$ cat src/fit_policy_block_allocator_macros.svh
// ----------------------------------------------------------------------------
// Fit policy block allocator assertion macros
// Concurrent assertion wrappers, removed when SYNTH is defined.
// ----------------------------------------------------------------------------
`ifndef FIT_POLICY_BLOCK_ALLOCATOR_MACROS_SVH
`define FIT_POLICY_BLOCK_ALLOCATOR_MACROS_SVH

`ifndef SYNTH
// same-cycle implication
`define FPBA_ASSERT_IMPL(lbl, clk, rst, ante, cons) \
   lbl: assert property (@(posedge clk) disable iff (rst) (ante) |-> (cons)) \
      else $error("fpba assertion failed");
// next-cycle implication
`define FPBA_ASSERT_NEXT(lbl, clk, rst, ante, cons) \
   lbl: assert property (@(posedge clk) disable iff (rst) (ante) |=> (cons)) \
      else $error("fpba assertion failed");
`else
`define FPBA_ASSERT_IMPL(lbl, clk, rst, ante, cons)
`define FPBA_ASSERT_NEXT(lbl, clk, rst, ante, cons)
`endif

`endif

$ cat src/fpba_pkg.sv
// ----------------------------------------------------------------------------
// fpba_pkg
// Shared constants, codes and types of the fit policy block allocator.
// ----------------------------------------------------------------------------
package fpba_pkg;

   localparam int NUM_BLOCKS_DEF = 8;
   localparam int SIZE_BITS_DEF  = 16;

   localparam int CMD_W      = 1;
   localparam int IDX_W      = 3;
   localparam int AMT_W      = 16;
   localparam int MODE_W     = 2;
   localparam int CSR_ADDR_W = 3;
   localparam int CSR_DATA_W = 32;

   localparam logic [CMD_W-1:0] CMD_LOAD  = 1'b0;
   localparam logic [CMD_W-1:0] CMD_ALLOC = 1'b1;

   // register index, taken from csr address bit 2
   localparam logic REG_FIT_MODE = 1'b0;

   typedef enum logic [MODE_W-1:0] {
      FIT_FIRST = 2'd0,
      FIT_BEST  = 2'd1,
      FIT_WORST = 2'd2
   } fit_mode_type;

   typedef enum logic [3:0] {
      ST_IDLE  = 4'b0001,
      ST_SCAN  = 4'b0010,
      ST_WRITE = 4'b0100,
      ST_DONE  = 4'b1000
   } state_type;

   typedef struct packed {
      logic             granted;
      logic [IDX_W-1:0] chosen_block;
      logic [AMT_W-1:0] left_over;
   } result_type;

   typedef struct packed {
      logic wr_en;
      logic rd_en;
   } mem_ctrl_type;

endpackage

$ cat src/fit_policy_block_allocator.sv
// ----------------------------------------------------------------------------
// fit_policy_block_allocator
// Free size table with first, best and worst fit block allocation.
// ----------------------------------------------------------------------------
// The block keeps one remaining free size per memory block, all zero after
// reset. A load transaction (command 0) writes one block's size and returns
// granted 0 with the index echoed; an allocate transaction (command 1) scans
// every block through one shared comparator under the policy in fit_mode
// (first, best or worst fit, ties to the lowest index), takes the request off
// the chosen block and returns that block and its new size, or all zeros when
// no block fits. One transaction is worked on at a time: an allocation holds
// the sequencer through the scan, write and done states until it can take the
// next one, a load through the done state; the table has a single read port,
// which the scan walks one entry a cycle. A finished result waits in the
// output register, so the next transaction is taken while it is unclaimed.
// Write fit_mode only while the block is idle.
// ----------------------------------------------------------------------------
module fit_policy_block_allocator #(
   parameter int NUM_BLOCKS = fpba_pkg::NUM_BLOCKS_DEF,
   parameter int SIZE_BITS  = fpba_pkg::SIZE_BITS_DEF
) (
   input  logic                            clock,
   input  logic                            reset,
   // request channel
   input  logic                            req_valid,
   output logic                            req_ready,
   input  logic [fpba_pkg::CMD_W-1:0]      req_command,
   input  logic [fpba_pkg::IDX_W-1:0]      req_block_index,
   input  logic [fpba_pkg::AMT_W-1:0]      req_amount,
   // response channel
   output logic                            rsp_valid,
   input  logic                            rsp_ready,
   output logic                            rsp_granted,
   output logic [fpba_pkg::IDX_W-1:0]      rsp_chosen_block,
   output logic [fpba_pkg::AMT_W-1:0]      rsp_left_over,
   // register port
   input  logic                            csr_psel,
   input  logic                            csr_penable,
   input  logic                            csr_pwrite,
   input  logic [fpba_pkg::CSR_ADDR_W-1:0] csr_paddr,
   input  logic [fpba_pkg::CSR_DATA_W-1:0] csr_pwdata,
   output logic [fpba_pkg::CSR_DATA_W-1:0] csr_prdata,
   output logic                            csr_pready
);

   localparam int ADDR_W = (NUM_BLOCKS > 1) ? $clog2(NUM_BLOCKS) : 1;
   localparam int MODE_W = fpba_pkg::MODE_W;

   logic [MODE_W-1:0]      fit_mode_ff, fit_mode_in;
   logic                   csr_wr;
   logic                   rsp_valid_ff, rsp_valid_in;
   fpba_pkg::result_type   rsp_ff, rsp_in;

   fpba_pkg::mem_ctrl_type mem_ctrl;
   logic [ADDR_W-1:0]      wr_addr;
   logic [SIZE_BITS-1:0]   wr_data;
   logic [ADDR_W-1:0]      rd_addr;
   logic [SIZE_BITS-1:0]   rd_data;
   logic                   res_valid;
   logic                   res_take;
   fpba_pkg::result_type   result;

   // ---- register port: zero wait states, write on the access phase ----
   assign csr_pready = 1'b1;
   assign csr_wr     = csr_psel && csr_penable && csr_pwrite;

   always_comb begin
      fit_mode_in = fit_mode_ff;
      // low address bits are ignored: any byte of the word hits the register
      if (csr_wr && (csr_paddr[2] == fpba_pkg::REG_FIT_MODE)) begin
         fit_mode_in = csr_pwdata[MODE_W-1:0];
      end
   end

   always_comb begin
      csr_prdata = '0;
      if (csr_paddr[2] == fpba_pkg::REG_FIT_MODE) begin
         csr_prdata = {{(fpba_pkg::CSR_DATA_W - MODE_W){1'b0}}, fit_mode_ff};
      end
   end

   // ---- output register: take a result whenever the slot frees up ----
   assign res_take = res_valid && (!rsp_valid_ff || rsp_ready);

   always_comb begin
      rsp_valid_in = rsp_valid_ff;
      rsp_in       = rsp_ff;
      if (res_take) begin
         rsp_valid_in = 1'b1;
         rsp_in       = result;
      end else if (rsp_ready) begin
         // drop the transaction the consumer has just taken
         rsp_valid_in = 1'b0;
      end
   end

   always_ff @(posedge clock) begin
      if (reset) begin
         fit_mode_ff  <= fpba_pkg::FIT_FIRST;
         rsp_valid_ff <= 1'b0;
      end else begin
         fit_mode_ff  <= fit_mode_in;
         rsp_valid_ff <= rsp_valid_in;
      end
   end

   // hold the payload while the consumer stalls
   always_ff @(posedge clock) begin
      rsp_ff <= rsp_in;
   end

   assign rsp_valid        = rsp_valid_ff;
   assign rsp_granted      = rsp_ff.granted;
   assign rsp_chosen_block = rsp_ff.chosen_block;
   assign rsp_left_over    = rsp_ff.left_over;

   // ---- sequencer with the shared compare unit ----
   fpba_seq #(
      .NUM_BLOCKS (NUM_BLOCKS),
      .SIZE_BITS  (SIZE_BITS),
      .ADDR_W     (ADDR_W)
   ) u_seq (
      .clock           (clock),
      .reset           (reset),
      .req_valid       (req_valid),
      .req_ready       (req_ready),
      .req_command     (req_command),
      .req_block_index (req_block_index),
      .req_amount      (req_amount),
      .fit_mode        (fit_mode_ff),
      .mem_ctrl        (mem_ctrl),
      .wr_addr         (wr_addr),
      .wr_data         (wr_data),
      .rd_addr         (rd_addr),
      .rd_data         (rd_data),
      .res_valid       (res_valid),
      .res_take        (res_take),
      .result          (result)
   );

   // ---- free size table ----
   fpba_table #(
      .NUM_BLOCKS (NUM_BLOCKS),
      .SIZE_BITS  (SIZE_BITS),
      .ADDR_W     (ADDR_W)
   ) u_table (
      .clock    (clock),
      .reset    (reset),
      .mem_ctrl (mem_ctrl),
      .wr_addr  (wr_addr),
      .wr_data  (wr_data),
      .rd_addr  (rd_addr),
      .rd_data  (rd_data)
   );

endmodule

$ cat src/fpba_table.sv
// ----------------------------------------------------------------------------
// fpba_table
// Free size table: one write port, one registered read port, valid bits.
// ----------------------------------------------------------------------------
module fpba_table #(
   parameter int NUM_BLOCKS = fpba_pkg::NUM_BLOCKS_DEF,
   parameter int SIZE_BITS  = fpba_pkg::SIZE_BITS_DEF,
   parameter int ADDR_W     = (NUM_BLOCKS > 1) ? $clog2(NUM_BLOCKS) : 1
) (
   input  logic                   clock,
   input  logic                   reset,
   input  fpba_pkg::mem_ctrl_type mem_ctrl,
   input  logic [ADDR_W-1:0]      wr_addr,
   input  logic [SIZE_BITS-1:0]   wr_data,
   input  logic [ADDR_W-1:0]      rd_addr,
   output logic [SIZE_BITS-1:0]   rd_data
);

   logic [SIZE_BITS-1:0]  mem_ff [NUM_BLOCKS];
   logic [NUM_BLOCKS-1:0] valid_ff;
   logic [NUM_BLOCKS-1:0] valid_in;
   logic [SIZE_BITS-1:0]  rd_q_ff;
   logic                  rd_valid_ff;

   always_comb begin
      valid_in = valid_ff;
      if (mem_ctrl.wr_en) begin
         valid_in[wr_addr] = 1'b1;
      end
   end

   always_ff @(posedge clock) begin
      if (reset) begin
         valid_ff <= '0;
      end else begin
         valid_ff <= valid_in;
      end
   end

   always_ff @(posedge clock) begin
      if (mem_ctrl.wr_en) begin
         mem_ff[wr_addr] <= wr_data;
      end
   end

   always_ff @(posedge clock) begin
      if (mem_ctrl.rd_en) begin
         rd_q_ff     <= mem_ff[rd_addr];
         rd_valid_ff <= valid_ff[rd_addr];
      end
   end

   // unwritten entries read as empty
   assign rd_data = rd_valid_ff ? rd_q_ff : '0;

endmodule

$ cat src/fpba_cmp.sv
// ----------------------------------------------------------------------------
// fpba_cmp
// Shared compare unit: decides whether a candidate block replaces the pick.
// ----------------------------------------------------------------------------
module fpba_cmp #(
   parameter int SIZE_BITS = fpba_pkg::SIZE_BITS_DEF
) (
   input  logic [SIZE_BITS-1:0]        cand_size,
   input  logic [SIZE_BITS-1:0]        need,
   input  logic [SIZE_BITS-1:0]        pick_size,
   input  logic                        found,
   input  logic [fpba_pkg::MODE_W-1:0] fit_mode,
   output logic                        take
);

   logic fits;
   logic better;

   assign fits = (cand_size >= need);

   // strict order keeps ties on the lowest index
   always_comb begin
      case (fit_mode)
         fpba_pkg::FIT_BEST:  better = (cand_size < pick_size);
         fpba_pkg::FIT_WORST: better = (cand_size > pick_size);
         default:             better = 1'b0;
      endcase
   end

   assign take = fits && (!found || better);

endmodule

$ cat src/fpba_seq.sv
// ----------------------------------------------------------------------------
// fpba_seq
// Sequencer: loads, table scan through the compare unit, write-back.
// ----------------------------------------------------------------------------
`include "fit_policy_block_allocator_macros.svh"

module fpba_seq #(
   parameter int NUM_BLOCKS = fpba_pkg::NUM_BLOCKS_DEF,
   parameter int SIZE_BITS  = fpba_pkg::SIZE_BITS_DEF,
   parameter int ADDR_W     = (NUM_BLOCKS > 1) ? $clog2(NUM_BLOCKS) : 1
) (
   input  logic                        clock,
   input  logic                        reset,
   input  logic                        req_valid,
   output logic                        req_ready,
   input  logic [fpba_pkg::CMD_W-1:0]  req_command,
   input  logic [fpba_pkg::IDX_W-1:0]  req_block_index,
   input  logic [fpba_pkg::AMT_W-1:0]  req_amount,
   input  logic [fpba_pkg::MODE_W-1:0] fit_mode,
   output fpba_pkg::mem_ctrl_type      mem_ctrl,
   output logic [ADDR_W-1:0]           wr_addr,
   output logic [SIZE_BITS-1:0]        wr_data,
   output logic [ADDR_W-1:0]           rd_addr,
   input  logic [SIZE_BITS-1:0]        rd_data,
   output logic                        res_valid,
   input  logic                        res_take,
   output fpba_pkg::result_type        result
);

   localparam int IDX_W = fpba_pkg::IDX_W;
   localparam int AMT_W = fpba_pkg::AMT_W;
   localparam logic [ADDR_W-1:0] LAST = ADDR_W'(NUM_BLOCKS - 1);

   fpba_pkg::state_type  state_ff, state_in;
   logic [ADDR_W-1:0]    ptr_ff, ptr_in;
   logic                 issue_ff, issue_in;
   logic                 cmp_vld_ff, cmp_vld_in;
   logic [ADDR_W-1:0]    cmp_idx_ff, cmp_idx_in;
   logic [SIZE_BITS-1:0] need_ff, need_in;
   logic                 found_ff, found_in;
   logic [ADDR_W-1:0]    pick_idx_ff, pick_idx_in;
   logic [SIZE_BITS-1:0] pick_size_ff, pick_size_in;
   fpba_pkg::result_type res_ff, res_in;

   logic                       take;
   logic                       in_range;
   logic [AMT_W+SIZE_BITS-1:0] amt_ext;
   logic [SIZE_BITS-1:0]       amt_sz;
   logic [IDX_W+ADDR_W-1:0]    idx_ext;
   logic [ADDR_W-1:0]          load_addr;
   logic [SIZE_BITS+AMT_W-1:0] load_left_ext;
   logic [SIZE_BITS-1:0]       diff;
   logic [SIZE_BITS+AMT_W-1:0] diff_ext;
   logic [ADDR_W+IDX_W-1:0]    pick_ext;

   // resize between the port widths and the table width
   assign amt_ext       = {{SIZE_BITS{1'b0}}, req_amount};
   assign amt_sz        = amt_ext[SIZE_BITS-1:0];
   assign idx_ext       = {{ADDR_W{1'b0}}, req_block_index};
   assign load_addr     = idx_ext[ADDR_W-1:0];
   assign in_range      = (int'(req_block_index) < NUM_BLOCKS);
   assign load_left_ext = {{AMT_W{1'b0}}, amt_sz};
   assign diff          = pick_size_ff - need_ff;
   assign diff_ext      = {{AMT_W{1'b0}}, diff};
   assign pick_ext      = {{IDX_W{1'b0}}, pick_idx_ff};

   fpba_cmp #(
      .SIZE_BITS (SIZE_BITS)
   ) u_cmp (
      .cand_size (rd_data),
      .need      (need_ff),
      .pick_size (pick_size_ff),
      .found     (found_ff),
      .fit_mode  (fit_mode),
      .take      (take)
   );

   always_comb begin
      state_in       = state_ff;
      ptr_in         = ptr_ff;
      issue_in       = issue_ff;
      cmp_vld_in     = 1'b0;
      cmp_idx_in     = ptr_ff;
      need_in        = need_ff;
      found_in       = found_ff;
      pick_idx_in    = pick_idx_ff;
      pick_size_in   = pick_size_ff;
      res_in         = res_ff;
      mem_ctrl.wr_en = 1'b0;
      mem_ctrl.rd_en = 1'b0;
      wr_addr        = pick_idx_ff;
      wr_data        = diff;
      rd_addr        = ptr_ff;
      req_ready      = 1'b0;
      res_valid      = 1'b0;

      unique case (state_ff)
         fpba_pkg::ST_IDLE: begin
            req_ready = 1'b1;
            if (req_valid) begin
               if (req_command == fpba_pkg::CMD_LOAD) begin
                  mem_ctrl.wr_en      = in_range;
                  wr_addr             = load_addr;
                  wr_data             = amt_sz;
                  res_in.granted      = 1'b0;
                  res_in.chosen_block = req_block_index;
                  res_in.left_over    = in_range ? load_left_ext[AMT_W-1:0] : '0;
                  state_in            = fpba_pkg::ST_DONE;
               end else begin
                  need_in  = amt_sz;
                  found_in = 1'b0;
                  ptr_in   = '0;
                  issue_in = 1'b1;
                  state_in = fpba_pkg::ST_SCAN;
               end
            end
         end
         fpba_pkg::ST_SCAN: begin
            // issue one read a cycle, compare the entry read the cycle before
            mem_ctrl.rd_en = issue_ff;
            cmp_vld_in     = issue_ff;
            if (issue_ff) begin
               if (ptr_ff == LAST) begin
                  issue_in = 1'b0;
               end else begin
                  ptr_in = ptr_ff + ADDR_W'(1);
               end
            end
            if (cmp_vld_ff) begin
               if (take) begin
                  found_in     = 1'b1;
                  pick_idx_in  = cmp_idx_ff;
                  pick_size_in = rd_data;
               end
               if (cmp_idx_ff == LAST) begin
                  state_in = fpba_pkg::ST_WRITE;
               end
            end
         end
         fpba_pkg::ST_WRITE: begin
            if (found_ff) begin
               mem_ctrl.wr_en      = 1'b1;
               res_in.granted      = 1'b1;
               res_in.chosen_block = pick_ext[IDX_W-1:0];
               res_in.left_over    = diff_ext[AMT_W-1:0];
            end else begin
               res_in = '0;
            end
            state_in = fpba_pkg::ST_DONE;
         end
         fpba_pkg::ST_DONE: begin
            res_valid = 1'b1;
            if (res_take) begin
               state_in = fpba_pkg::ST_IDLE;
            end
         end
         default: begin
            state_in = fpba_pkg::ST_IDLE;
         end
      endcase
   end

   always_ff @(posedge clock) begin
      if (reset) begin
         state_ff   <= fpba_pkg::ST_IDLE;
         issue_ff   <= 1'b0;
         cmp_vld_ff <= 1'b0;
         found_ff   <= 1'b0;
      end else begin
         state_ff   <= state_in;
         issue_ff   <= issue_in;
         cmp_vld_ff <= cmp_vld_in;
         found_ff   <= found_in;
      end
   end

   always_ff @(posedge clock) begin
      ptr_ff       <= ptr_in;
      cmp_idx_ff   <= cmp_idx_in;
      need_ff      <= need_in;
      pick_idx_ff  <= pick_idx_in;
      pick_size_ff <= pick_size_in;
      res_ff       <= res_in;
   end

   assign result = res_ff;

   `FPBA_ASSERT_IMPL(a_no_write_in_scan, clock, reset,
      state_ff == fpba_pkg::ST_SCAN, !mem_ctrl.wr_en)
   `FPBA_ASSERT_NEXT(a_scan_ends_in_write, clock, reset,
      state_ff == fpba_pkg::ST_SCAN && cmp_vld_ff && cmp_idx_ff == LAST,
      state_ff == fpba_pkg::ST_WRITE)
   `FPBA_ASSERT_IMPL(a_pick_fits, clock, reset,
      state_ff == fpba_pkg::ST_WRITE && found_ff, pick_size_ff >= need_ff)
   `FPBA_ASSERT_NEXT(a_done_to_idle, clock, reset,
      state_ff == fpba_pkg::ST_DONE && res_take, state_ff == fpba_pkg::ST_IDLE)

endmodule

$ cat config.mk
export PLATFORM = sky130hd
export DESIGN_NAME = fit_policy_block_allocator
export DESIGN_NICKNAME = d
export VERILOG_FILES = /design/src/fpba_pkg.sv /design/src/fit_policy_block_allocator.sv /design/src/fpba_table.sv /design/src/fpba_cmp.sv /design/src/fpba_seq.sv
export VERILOG_INCLUDE_DIRS = /design/src /design/src/src
export SDC_FILE = /design/constraint.sdc
export NUM_CORES = 1
export LEC_CHECK = 0
export ABC_CLOCK_PERIOD_IN_PS = 5300
export BUFFER_PORTS_ARGS = -buffer_cell sky130_fd_sc_hd__buf_4
export CAP_MARGIN = 20
export CORE_MARGIN = 2
export CORE_UTILIZATION = 45
export CTS_CLUSTER_DIAMETER = 100
export DETAILED_ROUTE_END_ITERATION = 10
export GPL_ROUTABILITY_DRIVEN = 1
export GPL_TIMING_DRIVEN = 1
export PLACE_DENSITY = 0.72
export SLEW_MARGIN = 40
export SYNTH_ARGS = -nofsm -noshare
export SYNTH_HDL_FRONTEND = slang
export SYNTH_SLANG_ARGS = --single-unit
$ cat constraint.sdc
create_clock -name clock -period 5.3 [get_ports clock]
set_input_delay 0.265 -clock clock [delete_from_list [all_inputs] [get_ports clock]]
set_output_delay 0.265 -clock clock [all_outputs]
set_load 0.01 [all_outputs]
======== After elaboration in Yosys (flattened, before gate mapping) ========
Memory sizes are Yosys's and may differ from the RTL's. A register that Yosys moved wholly into a read port is not among the register bits.
Index checks and enable logic that the tools add are counted.
Widths: inputs -> output; s select.
word-level totals
  flip-flop bits (word level) ............. 100
  latch bits .............................. 0
  bits in writable memories ............... 128
  memory bits (read-only) ................. 0
  bits of input ports ..................... 62
  output and inout port bits .............. 55
  word-level logic and storage cells ...... 116
  memories ................................ 1
operators by class
  $add $sub $neg .......................... 2
  $mul .................................... 0
  div/mod/pow operators ................... 0
  magnitude comparators ................... 6
  equality and inequality tests ........... 17
  shift operators ......................... 0
  mux-type cells .......................... 49
  bitwise logic cells ..................... 2
  reduce and logical (&&, ||, !) cells .... 20
memory list
  name            depth  bits a word  read ports  clocked after Yosys merged registers in  wr ports  RTL line          source
  u_table.mem_ff  8      16           1           1                                        1         fpba_table.sv:19  logic [SIZE_BITS-1:0] mem_ff [NUM_BLOCKS];
operator list
  cell                count
  $mux 16             4
  $mux 20             3
  $pmux 20 s2         1
  $mux 3              7
  $mux 1              20
  $mux 4              5
  $ge 16x16->1        1
  $gt 16x16->1        1
  $lt 16x16->1        1
  $pmux 4 s4          1
  $sub 16x16->16      1
  $reduce_and 3->1    4
  $ne 2x2->1 const B  5
  $reduce_and 5->1    2
  $lt 3x4->1 const B  2
  $ne 2x1->1 const B  4
  $or 8x8->8          1
  $pmux 1 s2          4
  $eq 3x3->1 const B  2
  $logic_and 1x1->1   6
  $pmux 3 s2          1
  $reduce_bool 2->1   3
  $eq 4x1->1 const B  1
  $eq 4x2->1 const B  1
  13 further kinds    15

======== Longest topological paths before layout ========
Gate-level depths: netlist of run 1.
  word-level depth ........................ 8
  mapped depth ............................ 10
  mapped depth without buffers ............ 10

======== By module ========
Synthesis of run 1 repeated with hierarchy kept, for this count alone.
second synthesis, totals
  cell total of the unflattened synthesis .. 763
  area, all modules ....................... 11268.3 um2
modules (own cells, without submodules)
  module                      instances  cells an instance  area each (um2)  sequential area each (um2)
  fpba_table                  1          265                5920.7           4514.3
  fpba_seq                    1          311                3473.3           1941.9
  fit_policy_block_allocator  1          69                 994.7            660.6
  fpba_cmp                    1          118                879.6            0.0

======== Worst setup path after synthesis of run 1 ========
Ideal clock, no wire load.
  path kind ............................... register -> register
  start ................................... register u_table.rd_valid_ff
  end ..................................... register u_seq.pick_idx_ff[0], enable pin
  library setup time ...................... 0.401 ns
  arrival ................................. 3.256 ns
  required time ........................... 4.899 ns
  slack ................................... 1.643 ns
  cell stages (with the launch flop) ...... 11
  buffers on the path ..................... 2
  period minus slack after synthesis ...... 3.657 ns
  cell sequence ........................... edfxtp_1 > clkbuf_1 > clkbuf_1 > and2_1 > ha_1 > and3_1 > a221o_1 > a21oi_1 > o21ai_1 > o41a_1 > a21oi_1
on the way
  cells in the longest elaborated chain, start to end .. 6
  elaborated cells between the ends (all ways) .. 8
  those cells by class .................... order compare (3); mux (2); reduce/logical (3)
ends and longest elaborated chain
  element                                              RTL line                          source
  from (decl)                                          fpba_table.sv:23                  logic rd_valid_ff;
  from (signal assigned)                               fpba_table.sv:49                  rd_valid_ff <= valid_ff[rd_addr];
  $mux 16 (*)                                          fpba_table.sv:54                  assign rd_data = rd_valid_ff ? rd_q_ff : '0;
  named net rd_data[9]                                 fit_policy_block_allocator.sv:58  logic [SIZE_BITS-1:0] rd_data;
  $gt 16x16->1 / $lt 16x16->1 (equally long branches)  fpba_cmp.sv:25, fpba_cmp.sv:24
  $pmux 1 s2                                           fpba_cmp.sv:23                    case (fit_mode)
  $logic_or 1x1->1                                     fpba_cmp.sv:30                    assign take = fits && (!found || better);
  $logic_and 1x1->1 (*)                                fpba_cmp.sv:30
  $reduce_and 3->1 (no source line) (*)                -
  to (signal assigned)                                 fpba_seq.sv:181                   pick_idx_ff <= pick_idx_in;
  to (decl)                                            fpba_seq.sv:41                    logic [ADDR_W-1:0] pick_idx_ff, pick_idx_in;
Mark *: on every way through the listed nets, which the timed path passes. The rest lies on a longest branch.
A chain may end at the register's enable or synchronous reset.

======== Final worst setup path of run 1 ========
  start ................................... register u_table.rd_valid_ff
  end ..................................... register u_seq.pick_size_ff[0], enable pin
on the way
  cells in the longest elaborated chain, start to end .. 6
  elaborated cells between the ends (all ways) .. 8
  those cells by class .................... order compare (3); mux (2); reduce/logical (3)
ends and longest elaborated chain
  element                                              RTL line                          source
  $mux 16 (*)                                          fpba_table.sv:54
  named net rd_data[10]                                fit_policy_block_allocator.sv:58
  $gt 16x16->1 / $lt 16x16->1 (equally long branches)  fpba_cmp.sv:25, fpba_cmp.sv:24
  $pmux 1 s2                                           fpba_cmp.sv:23
  $logic_or 1x1->1                                     fpba_cmp.sv:30
  $logic_and 1x1->1 (*)                                fpba_cmp.sv:30
  $reduce_and 3->1 (no source line) (*)                -
  to (signal assigned)                                 fpba_seq.sv:182                   pick_size_ff <= pick_size_in;
  to (decl)                                            fpba_seq.sv:42                    logic [SIZE_BITS-1:0] pick_size_ff, pick_size_in;
Marked as above.

==> metrics.csv, run 1 <==
stage;metric;value;unit
detailed_routing;number of DRC violations after detailed routing;0;
logic_synthesis;most frequent cells after synthesis;223 x sky130_fd_sc_hd__edfxtp_1, 49 x sky130_fd_sc_hd__nand2_1, 48 x sky130_fd_sc_hd__ha_1, 44 x sky130_fd_sc_hd__inv_1, 41 x sky130_fd_sc_hd__nor2_1;
logic_synthesis;Async SR Flop Fraction;0;
timing;worst hold slack across all endpoints;82.4;ps
logic_synthesis;synthesized area;11200;um2
clock_tree;clock input transition at the sequential cells of the worst setup and hold paths;60;ps
layout;final std cells w/o fill;1192;
timing;Highest Clock Rate;299;MHz
die;die boundary height;162;um
timing;period utilization;0.632;
setup_path;Arrival @ worst endpoint;3530;ps
logic_synthesis;number of distinct library cells after synthesis;71;
layout;Final Net Count;962;
setup_path;element type at the critical path start;flop;
detailed_routing;detailed router's first-iteration violation count;386;
detailed_routing;final routed wire length divided by cell count;19.0;um
detailed_routing;routed wire length;22600;um
logic_synthesis;leading cell types by total area after synthesis;sky130_fd_sc_hd__edfxtp_1 60%, sky130_fd_sc_hd__mux4_2 6.9%, sky130_fd_sc_hd__ha_1 5.4%;
pwr;Internal;3.40;mW
setup_path;maximum fanout along the worst path;20;
die;starting utilization of the core area;0.459;
setup_path;worst stage delay on the critical path;740;ps
place;pre-CTS setup slack;1960;ps
layout;number of antenna cells inserted;0;
clock_tree;Setup Buffers After CTS;0;
timing;setup TNS;0;ps
global_routing;first-pass GRT wire length;35300;um
global_routing;overall track demand over capacity in global routing;0.176;
layout;synth-to-layout area growth;15.5;%
pwr;portion of total power attributed to combinational logic;0.075;
logic_synthesis;top-count cell post-synth;sky130_fd_sc_hd__edfxtp_1;
pwr;switching power of the nets;900;uW
place;final HPWL from detailed placement;14900;um
clock_tree;H-tree depth reported by CTS;1;
outcome;result of the run;finished, final reports clean;
timing;relative slew slack;0.478;
logic_synthesis;number of enable-type register cells in the synthesized netlist;223;
worst_hold_path;worst hold path type;in2reg;
logic_synthesis;share of the yosys chip area belonging to registers;0.637;
setup_path;CP Cell Sequence;and2_1 -> ha_1 -> and3_1 -> a221o_1 -> a21oi_1 -> o21ai_1 -> o41a_1 -> a21oi_2 -> buf_4;
run;Max-Cap Viols;0;
timing;max-slew violations;0;
layout;Final Util;0.531;
pwr;switching share of total power;0.209;
global_routing;antenna violations before repair;0;
logic_synthesis;cell taking the most area after synthesis;sky130_fd_sc_hd__edfxtp_1;
clock_tree;clock tree from TritonCTS;done;
pwr;share of power burned in registers;0.510;
pwr;power density over the cells;334;nW/um2
pwr;Peak VDD IR;0.000324;V
die;die area;26100;um2
setup_path;Crit Path Category;reg2reg;
global_routing;vias in the first global route;6390;
global_routing;pin count of the biggest net entering global routing;38;
timing;total count of hold-check failures in the final report;0;
timing;endpoints failing setup;0;
global_routing;global-route congestion overflow total;0;
detailed_routing;final antenna-violating net count;0;
setup_path;Setup crit end kind;flop;
clock_tree;Resize count post-CTS;0;
clock_tree;buffer cell driving the clock tree root;sky130_fd_sc_hd__clkbuf_16;
logic_synthesis;number of instances in the synthesized netlist;766;
detailed_routing;1st-pass router iterations;5;
clock_tree;source-to-sink clock delay at the later pin of the worst-skew pair;520;ps
logic_synthesis;number of warning messages in the yosys log;0;
logic_synthesis;area fraction of the dominant cell type after synthesis;0.599;
die;Row Count;57;
clock_tree;number of buffers inserted during clock tree synthesis;24;
pwr;proportion of power drawn by the clock network;0.415;
die;horizontal extent of the die;162;um
setup_path;slowest CP cell;sky130_fd_sc_hd__edfxtp_1;
die;number of I/O pins;117;
timing;PnR worst setup slack;1950;ps
die;core box area;24300;um2
logic_synthesis;top_reg_cell synth;sky130_fd_sc_hd__edfxtp_1;
logic_synthesis;#FFs+latches synth;244;
logic_synthesis;Mean Syn Cell Area;14.6;um2
clock_tree;Post-CTS Hold Buffers;18;
place;routability congestion estimate;0.837;
setup_path;Data required, critical path;5490;ps
clock_tree;sinks on the clock net;244;
timing;Slew @ Worst Pin;782;ps
timing;RSZ-0062 raised after global routing;false;
pwr;static leakage power;4.76;nW
timing;setup skew after layout;12.1;ps
timing;shortest period the worst path allows;3350;ps
clock_tree;number of buffers on the longest clock path;3;
place;number of buffers inserted by port buffering;53;
detailed_routing;vias after detailed routing;6466;
layout;fraction of final layout cells with drive strength greater than 1;0.206;
place;Inst Count DP;1131;
detailed_routing;average via count per standard cell;5.42;
==> path summary, 6_finish.rpt <==
kind / from / to / slack [ps] / cells after the start
setup / recovery: u_table.rd_valid_ff / u_seq.pick_size_ff[0] / 1950 / 9
setup reg to reg: u_table.rd_valid_ff / u_seq.pick_size_ff[0] / 1950 / 9
hold / removal: reset / u_table.valid_ff[0] / 80 / 2
hold reg to reg: u_seq.result[18] / rsp_chosen_block[2] / 420 / 0
==> power by group through the flow <==
stage / clock network [mW] / registers, mW / logic [mW]
2_1_floorplan: 0 / 2.23 / 0.218
3_5_place_dp: 0 / 2.24 / 0.309
4_1_cts: 1.82 / 2.20 / 0.322
5_1_grt: 1.90 / 2.20 / 0.354
3_3_place_gp: 0 / 2.24 / 0.297
6_report: 1.79 / 2.20 / 0.322
==> cell type report <==
cell class              instances  area [um2]
fillers                      1955       11400
flip-flops and latches        244        7120
multi-input cells             454        3700
repair buffers                 83         676
clock buffers                  29         641
well taps                     324         405
clock inverters                14         194
inverters                      44         165
==> worst max-delay path, delay by kind of cell (launching register included) <==
family                     cells  cell delay [ps]
AOI/OAI and AO/OA              5             1210
adders and majority gates      1              260
buffers and inverters          1              310
DFF                            1              740
and+or+nand+nor                2              500
==> state kept, by name, summed over array words and instances, names as in the netlist, 2 cells and up <==
| name | cells |
|---|---|
| u_seq.need_ff | 16 |
| rsp_chosen_block | 3 |
| u_seq.pick_idx_ff | 3 |
| u_seq.rd_addr | 3 |
| u_table.rd_q_ff | 16 |
| u_seq.cmp_idx_ff | 3 |
| u_seq.state_ff | 4 |
| u_table.valid_ff | 8 |
| u_seq.pick_size_ff | 16 |
| u_seq.result | 20 |
| u_table.mem_ff | 128 |
| rsp_left_over | 16 |
| fit_mode_ff | 2 |
==> layer usage <==
layer	track usage	up-vias	wire length, um
li1	-	3035	-
met1	0.236	3174	9630
met2	0.298	222	11100
met3	0.0285	35	1400
met4	0.0536	0	521
met5	0	-	0
==> layout by cell type, fill, tap and decap left out, types with 5 or more instances in the layout <==
cell type and n:
sky130_fd_sc_hd__dlygate4sd3_1 18, sky130_fd_sc_hd__buf_4 63, sky130_fd_sc_hd__o21a_1 7, sky130_fd_sc_hd__and2_1 19
sky130_fd_sc_hd__and3_1 5, sky130_fd_sc_hd__clkinv_2 5, sky130_fd_sc_hd__a21o_1 6, sky130_fd_sc_hd__nor2b_1 5
sky130_fd_sc_hd__nor3_1 8, sky130_fd_sc_hd__dfxtp_1 21, sky130_fd_sc_hd__inv_1 42, sky130_fd_sc_hd__a22o_1 8
sky130_fd_sc_hd__bufinv_16 5, sky130_fd_sc_hd__nand4_1 9, sky130_fd_sc_hd__nand2b_1 8, sky130_fd_sc_hd__mux2_2 22
sky130_fd_sc_hd__conb_1 31, sky130_fd_sc_hd__nand3_1 15, sky130_fd_sc_hd__nand2_1 49, sky130_fd_sc_hd__edfxtp_1 223
sky130_fd_sc_hd__o21ai_0 17, sky130_fd_sc_hd__clkbuf_16 25, sky130_fd_sc_hd__mux4_2 34, sky130_fd_sc_hd__ha_1 48
sky130_fd_sc_hd__nor2_1 41, sky130_fd_sc_hd__xor2_1 5, sky130_fd_sc_hd__a21oi_1 35, sky130_fd_sc_hd__o31a_1 5
==> metrics by stage <==
| stage | area, um2 | power [mW] |
|---|---|---|
| floorplan | 11300 | 2.45 |
| global placement | 11800 | 2.53 |
| detailed placement | 11900 | 2.55 |
| CTS | 12900 | 4.34 |
| global route | 12900 | 4.46 |
| finish | 12900 | 4.31 |
==> cell families after synthesis <==
family                   after synthesis  synth area share
other                                  2          0.000672
AO/OA/AOI/OAI                        124            0.0778
adder cells (fa/ha/maj)               50            0.0565
XOR/XNOR                               7           0.00549
multiplexers                          59            0.0934
AND/OR/NAND/NOR                      183            0.0851
buffers and inverters                 97            0.0439
flip-flops                           244             0.637
(Power assumes the default switching activity.)
==> run 2, diff against run 1 <==
Settings changed: ABC_CLOCK_PERIOD_IN_PS 5300 to 3500.
Clock period 5.3 ns to 3.5 ns, I/O delays scaled along.
==> metrics.csv, run 2 (synthesis gave the netlist of run 1 again) <==
stage;metric;value;unit
layout;synth-to-layout area growth;16.1;%
layout;fraction of final layout cells with drive strength greater than 1;0.205;
detailed_routing;vias after detailed routing;6526;
layout;register area;7120;um2
pwr;static leakage power;4.82;nW
place;routability congestion estimate;0.870;
pwr;power density over the cells;487;nW/um2
layout;Final Util;0.533;
detailed_routing;number of DRC violations after detailed routing;0;
layout;commonest cells after routing, fill and taps aside;223 x sky130_fd_sc_hd__edfxtp_1, 73 x sky130_fd_sc_hd__buf_4, 49 x sky130_fd_sc_hd__nand2_1;
layout;fillcell total;1940;
timing;endpoints failing setup;0;
clock_tree;source-to-sink clock delay at the later pin of the worst-skew pair;520;ps
timing;relative slew slack;0.449;
detailed_routing;average via count per standard cell;5.38;
timing;setup TNS;0;ps
clock_tree;clock input transition at the sequential cells of the worst setup and hold paths;60;ps
setup_path;Crit Path Category;reg2reg;
place;placed standard-cell area;12000;um2
clock_tree;H-tree depth reported by CTS;1;
setup_path;Setup crit end kind;flop;
die;die boundary height;162;um
timing;max-slew violations;0;
clock_tree;number of buffers inserted during clock tree synthesis;25;
run;Max-Cap Viols;0;
die;die area;26100;um2
global_routing;antenna violations before repair;0;
detailed_routing;routed wire length;23000;um
die;horizontal extent of the die;162;um
timing;RSZ-0062 raised after global routing;false;
timing;total count of hold-check failures in the final report;0;
place;number of buffers inserted by port buffering;53;
layout;Final Net Count;981;
pwr;Peak VDD IR;0.000328;V
timing;Highest Clock Rate;333;MHz
detailed_routing;final antenna-violating net count;0;
timing;period utilization;0.858;
setup_path;maximum fanout along the worst path;19;
setup_path;CP Cell Sequence;and2_1 -> ha_1 -> and3_1 -> a221o_1 -> a21oi_1 -> o21ai_1 -> o41a_1 -> a21oi_2 -> buf_4;
outcome;result of the run;finished, final reports clean;
layout;number of flip-flops under the largest register name;128;
die;starting utilization of the core area;0.459;
timing;setup skew after layout;13.0;ps
die;Row Count;57;
timing;Slew @ Worst Pin;827;ps
global_routing;pin count of the biggest net entering global routing;38;
detailed_routing;final routed wire length divided by cell count;18.9;um
clock_tree;sinks on the clock net;244;
setup_path;Data required, critical path;3690;ps
timing;shortest period the worst path allows;3000;ps
clock_tree;Setup Buffers After CTS;0;
timing;worst hold slack across all endpoints;48.1;ps
setup_path;slowest CP cell;sky130_fd_sc_hd__edfxtp_1;
die;core box area;24300;um2
setup_path;Arrival @ worst endpoint;3190;ps
setup_path;largest delay contributor family on the critical path;compound AO/OA/AOI/OAI gates;
layout;Top reg by flops;u_table.mem_ff;
detailed_routing;detailed router's first-iteration violation count;430;
clock_tree;number of buffers on the longest clock path;3;
setup_path;element type at the critical path start;flop;
layout;number of antenna cells inserted;0;
pwr;Final Power;6.32;mW
clock_tree;buffer cell driving the clock tree root;sky130_fd_sc_hd__clkbuf_16;
clock_tree;clock tree from TritonCTS;done;
layout;multi-input combinational cell area;3680;um2
place;final HPWL from detailed placement;15300;um
global_routing;first-pass GRT wire length;35700;um
die;number of I/O pins;117;
global_routing;global-route congestion overflow total;0;
setup_path;worst stage delay on the critical path;420;ps
global_routing;vias in the first global route;6469;
layout;leading cell type in the layout, fill and taps excluded;sky130_fd_sc_hd__edfxtp_1;
detailed_routing;1st-pass router iterations;4;
global_routing;overall track demand over capacity in global routing;0.177;
layout;design area;13000;um2
worst_hold_path;worst hold path type;in2reg;
setup_path;count of buffer and inverter cells on the critical path;1;
==> run 2: cell type report <==
class	count	share of cell area
sequential	244	0.549
multi-input combinational	454	0.284
timing repair buffer	101	0.0642
clock buffer	32	0.0503
tap	324	0.0313
inverter	44	0.0127
clock inverter	13	0.00888
==> run 2: path summary, 6_finish.rpt <==
kind                            start                    end  slack (ps)  cells past startpoint
setup / recovery  u_table.rd_valid_ff  u_seq.pick_size_ff[9]         500                      9
hold reg to reg       u_seq.result[0]       rsp_left_over[0]         420                      0
setup reg to reg  u_table.rd_valid_ff  u_seq.pick_size_ff[9]         500                      9
hold / removal            req_command      u_seq.state_ff[3]          50                      4
==> run 2: report_power, final <==
group / leakage, nW / total, mW / switching [mW] / internal [mW]
clock: 0.374 / 2.49 / 1.03 / 1.46
sequential: 2.20 / 3.33 / 0.0258 / 3.30
combinational: 2.25 / 0.503 / 0.304 / 0.199
total: 4.82 / 6.32 / 1.36 / 4.96
==> run 2: through the flow <==
stage,instances,worst slack (ps)
floorplan,795,245
global placement,1139,529
detailed placement,1142,512
CTS,1212,481
global route,1212,403
finish,1212,496
==> run 2: tightest hold or removal path: cells and delay by family <==
family	cells	cell delay, ps
buf+inv	1	100
compound gates	3	250
==> run 2: timing repair <==
| item | CTS | global route |
|---|---|---|
| endpoints found under the hold margin | 50 | 0 |
| hold buffers | 25 | 0 |
| gates resized for setup | 0 | 0 |
==> run 2: layer usage <==
layer	vias to the layer above	wire length [um]	global-route usage
met3	37	1370	0.0290
li1	3071	-	-
met2	203	11400	0.316
met5	-	0	0
met4	0	384	0.0386
met1	3215	9790	0.229
==> run 3, diff against run 2 <==
Settings changed: ABC_AREA set to 1, SLEW_MARGIN 40 to not set.
==> metrics.csv, run 3 <==
stage;metric;value;unit
outcome;result of the run;finished, final reports clean;
die;horizontal extent of the die;161;um
logic_synthesis;cell taking the most area after synthesis;sky130_fd_sc_hd__edfxtp_1;
logic_synthesis;top-count cell post-synth;sky130_fd_sc_hd__edfxtp_1;
pwr;Peak VDD IR;0.000371;V
setup_path;element type at the critical path start;flop;
clock_tree;number of buffers inserted during clock tree synthesis;26;
global_routing;pin count of the biggest net entering global routing;41;
global_routing;overall track demand over capacity in global routing;0.185;
logic_synthesis;share of the yosys chip area belonging to registers;0.638;
setup_path;Data required, critical path;3720;ps
timing;relative slew slack;0.318;
die;number of I/O pins;117;
layout;number of flip-flops under the largest register name;128;
global_routing;antenna violations before repair;0;
place;final HPWL from detailed placement;16200;um
die;core box area;24300;um2
timing;PnR worst setup slack;438;ps
timing;max-slew violations;0;
worst_hold_path;worst hold path type;in2reg;
logic_synthesis;number of warning messages in the yosys log;0;
die;die area;26100;um2
clock_tree;number of buffers on the longest clock path;3;
layout;fillcell total;2031;
logic_synthesis;most frequent cells after synthesis;223 x sky130_fd_sc_hd__edfxtp_1, 156 x sky130_fd_sc_hd__nor2_1, 124 x sky130_fd_sc_hd__nand2_1, 117 x sky130_fd_sc_hd__inv_1, 108 x sky130_fd_sc_hd__o21ai_0;
layout;Final Net Count;1236;
layout;Top reg by flops;u_table.mem_ff;
place;pre-CTS setup slack;579;ps
place;routability congestion estimate;0.876;
timing;endpoints failing setup;0;
setup_path;R2R Setup Slk;440;ps
logic_synthesis;leading cell types by total area after synthesis;sky130_fd_sc_hd__edfxtp_1 60%, sky130_fd_sc_hd__ha_1 5.4%, sky130_fd_sc_hd__nor2_1 5.2%;
layout;final std cells w/o fill;1469;
logic_synthesis;Async SR Flop Fraction;0;
timing;setup TNS;0;ps
logic_synthesis;number of enable-type register cells in the synthesized netlist;223;
logic_synthesis;Mean Syn Cell Area;10.8;um2
global_routing;first-pass GRT wire length;37700;um
timing;Highest Clock Rate;327;MHz
clock_tree;buffer cell driving the clock tree root;sky130_fd_sc_hd__clkbuf_16;
pwr;power density over the cells;509;nW/um2
setup_path;Setup crit end kind;flop;
detailed_routing;1st-pass router iterations;5;
layout;synth-to-layout area growth;15.8;%
detailed_routing;final antenna-violating net count;0;
setup_path;CP Cell Sequence;nand2_1 -> inv_1 -> ha_1 -> nand2_1 -> inv_1 -> nand3_1 -> nor3_1 -> nand3_1 -> nand3_1 -> inv_1 -> nor2_1 -> buf_4;
logic_synthesis;top_reg_cell synth;sky130_fd_sc_hd__edfxtp_1;
detailed_routing;final routed wire length divided by cell count;16.5;um
clock_tree;H-tree depth reported by CTS;1;
timing;period utilization;0.875;
place;number of buffers inserted by port buffering;53;
run;Max-Cap Viols;0;
setup_path;largest delay contributor family on the critical path;simple AND/OR/NAND/NOR gates;
die;starting utilization of the core area;0.459;
clock_tree;clock input transition at the sequential cells of the worst setup and hold paths;60;ps
detailed_routing;number of DRC violations after detailed routing;0;
detailed_routing;detailed router's first-iteration violation count;579;
layout;commonest cells after routing, fill and taps aside;223 x sky130_fd_sc_hd__edfxtp_1, 156 x sky130_fd_sc_hd__nor2_1, 124 x sky130_fd_sc_hd__nand2_1;
timing;Slew @ Worst Pin;1010;ps
setup_path;count of buffer and inverter cells on the critical path;4;
detailed_routing;routed wire length;24300;um
logic_synthesis;#FFs+latches synth;244;
setup_path;maximum fanout along the worst path;18;
clock_tree;sinks on the clock net;244;
die;Row Count;57;
setup_path;slowest CP cell;sky130_fd_sc_hd__edfxtp_1;
timing;shortest period the worst path allows;3060;ps
setup_path;worst stage delay on the critical path;640;ps
timing;total count of hold-check failures in the final report;0;
layout;fraction of final layout cells with drive strength greater than 1;0.110;
logic_synthesis;synthesized area;11200;um2
logic_synthesis;number of distinct library cells after synthesis;42;
layout;leading cell type in the layout, fill and taps excluded;sky130_fd_sc_hd__edfxtp_1;
global_routing;vias in the first global route;7267;
timing;RSZ-0062 raised after global routing;false;
clock_tree;source-to-sink clock delay at the later pin of the worst-skew pair;540;ps
global_routing;global-route congestion overflow total;0;
place;Inst Count DP;1392;
detailed_routing;vias after detailed routing;7512;
setup_path;Crit Path Category;reg2reg;
setup_path;Arrival @ worst endpoint;3280;ps
layout;number of antenna cells inserted;0;
logic_synthesis;number of instances in the synthesized netlist;1036;
detailed_routing;average via count per standard cell;5.11;
pwr;static leakage power;5.23;nW
clock_tree;clock tree from TritonCTS;done;
logic_synthesis;area fraction of the dominant cell type after synthesis;0.600;
timing;setup skew after layout;11.6;ps
die;die boundary height;161;um
==> run 3: cell types whose count changed in the layout (fill, tap and decap cells not counted), sizes merged, moves of 8 or more <==
cell    previous run  this run
mux2              22         0
nand2b             8         0
o21ai             20       114
a22o               8         0
and2              21         0
a31oi              2        18
o22ai              1        16
inv               45       126
nor2              41       158
nand2             49       125
nand3             15        36
mux4              34         0
==> run 3: final timing paths <==
kind,startpoint,end,cells past startpoint
min,req_block_index[2],u_seq.result[18],3
max reg2reg,u_table.rd_valid_ff,u_seq.pick_size_ff[11],12
min reg2reg,u_seq.result[7],rsp_left_over[7],0
max,u_table.rd_valid_ff,u_seq.pick_size_ff[11],12
==> run 3: cell families (layout without fill, tap and decap cells) <==
| kind of cell | count (synthesis) | in the layout | share of synthesized area |
|---|---|---|---|
| simple gates | 335 | 335 | 0.122 |
| fa+ha+maj | 49 | 49 | 0.0556 |
| xor+xnor | 10 | 10 | 0.00785 |
| other cells | 2 | 31 | 0.000673 |
| compound gates | 203 | 203 | 0.0992 |
| flops | 244 | 244 | 0.638 |
| buf+inv | 193 | 273 | 0.0765 |
==> run 3: routing by layer <==
| metal | up-vias | wire length [um] | GRT usage |
|---|---|---|---|
| met5 | - | 0 | 0 |
| met4 | 0 | 637 | 0.0609 |
| met3 | 40 | 1450 | 0.0221 |
| met2 | 265 | 11900 | 0.323 |
| met1 | 3537 | 10300 | 0.242 |
| li1 | 3670 | - | - |
==> run 3: report_power, final <==
group / leakage, nW / switching, mW / internal [mW]
registers: 2.19 / 0.0288 / 3.33
clock network: 0.400 / 1.10 / 1.53
logic: 2.64 / 0.403 / 0.185
==> run 3: per-stage QoR <==
stage / hold slack, ps / utilization / instance area [um2] / total power [mW]
global placement: 367 / 0.486 / 11800 / 3.95
global route: 11.2 / 0.531 / 12900 / 6.81
finish: 20.9 / 0.531 / 12900 / 6.58
detailed placement: 369 / 0.486 / 11800 / 3.96
floorplan: 274 / - / 11300 / 3.78
CTS: 0.764 / 0.530 / 12900 / 6.61
==> run 3: repair_timing <==
item / 4_1_cts / 5_1_grt
endpoints found under the hold margin: 44 / 0
gates resized for setup: 0 / 0
setup buffers: 0 / 0
hold buffers: 24 / 0
==> run 3: area by class of cell <==
type,count,area [um2],share of cell area
Clock buffer,34,681,0.0527
Clock inverter,14,150,0.0116
Inverter,127,477,0.0369
Multi-Input combinational cell,628,3290,0.255
Sequential cell,244,7120,0.551
Tap cell,324,405,0.0314
Timing Repair Buffer,98,796,0.0616
==> run 3: tightest hold or removal path, cell delays in order <==
cell and delay, ps:
sky130_fd_sc_hd__buf_4 90, sky130_fd_sc_hd__nand2_1 50, sky130_fd_sc_hd__o21ai_0 110
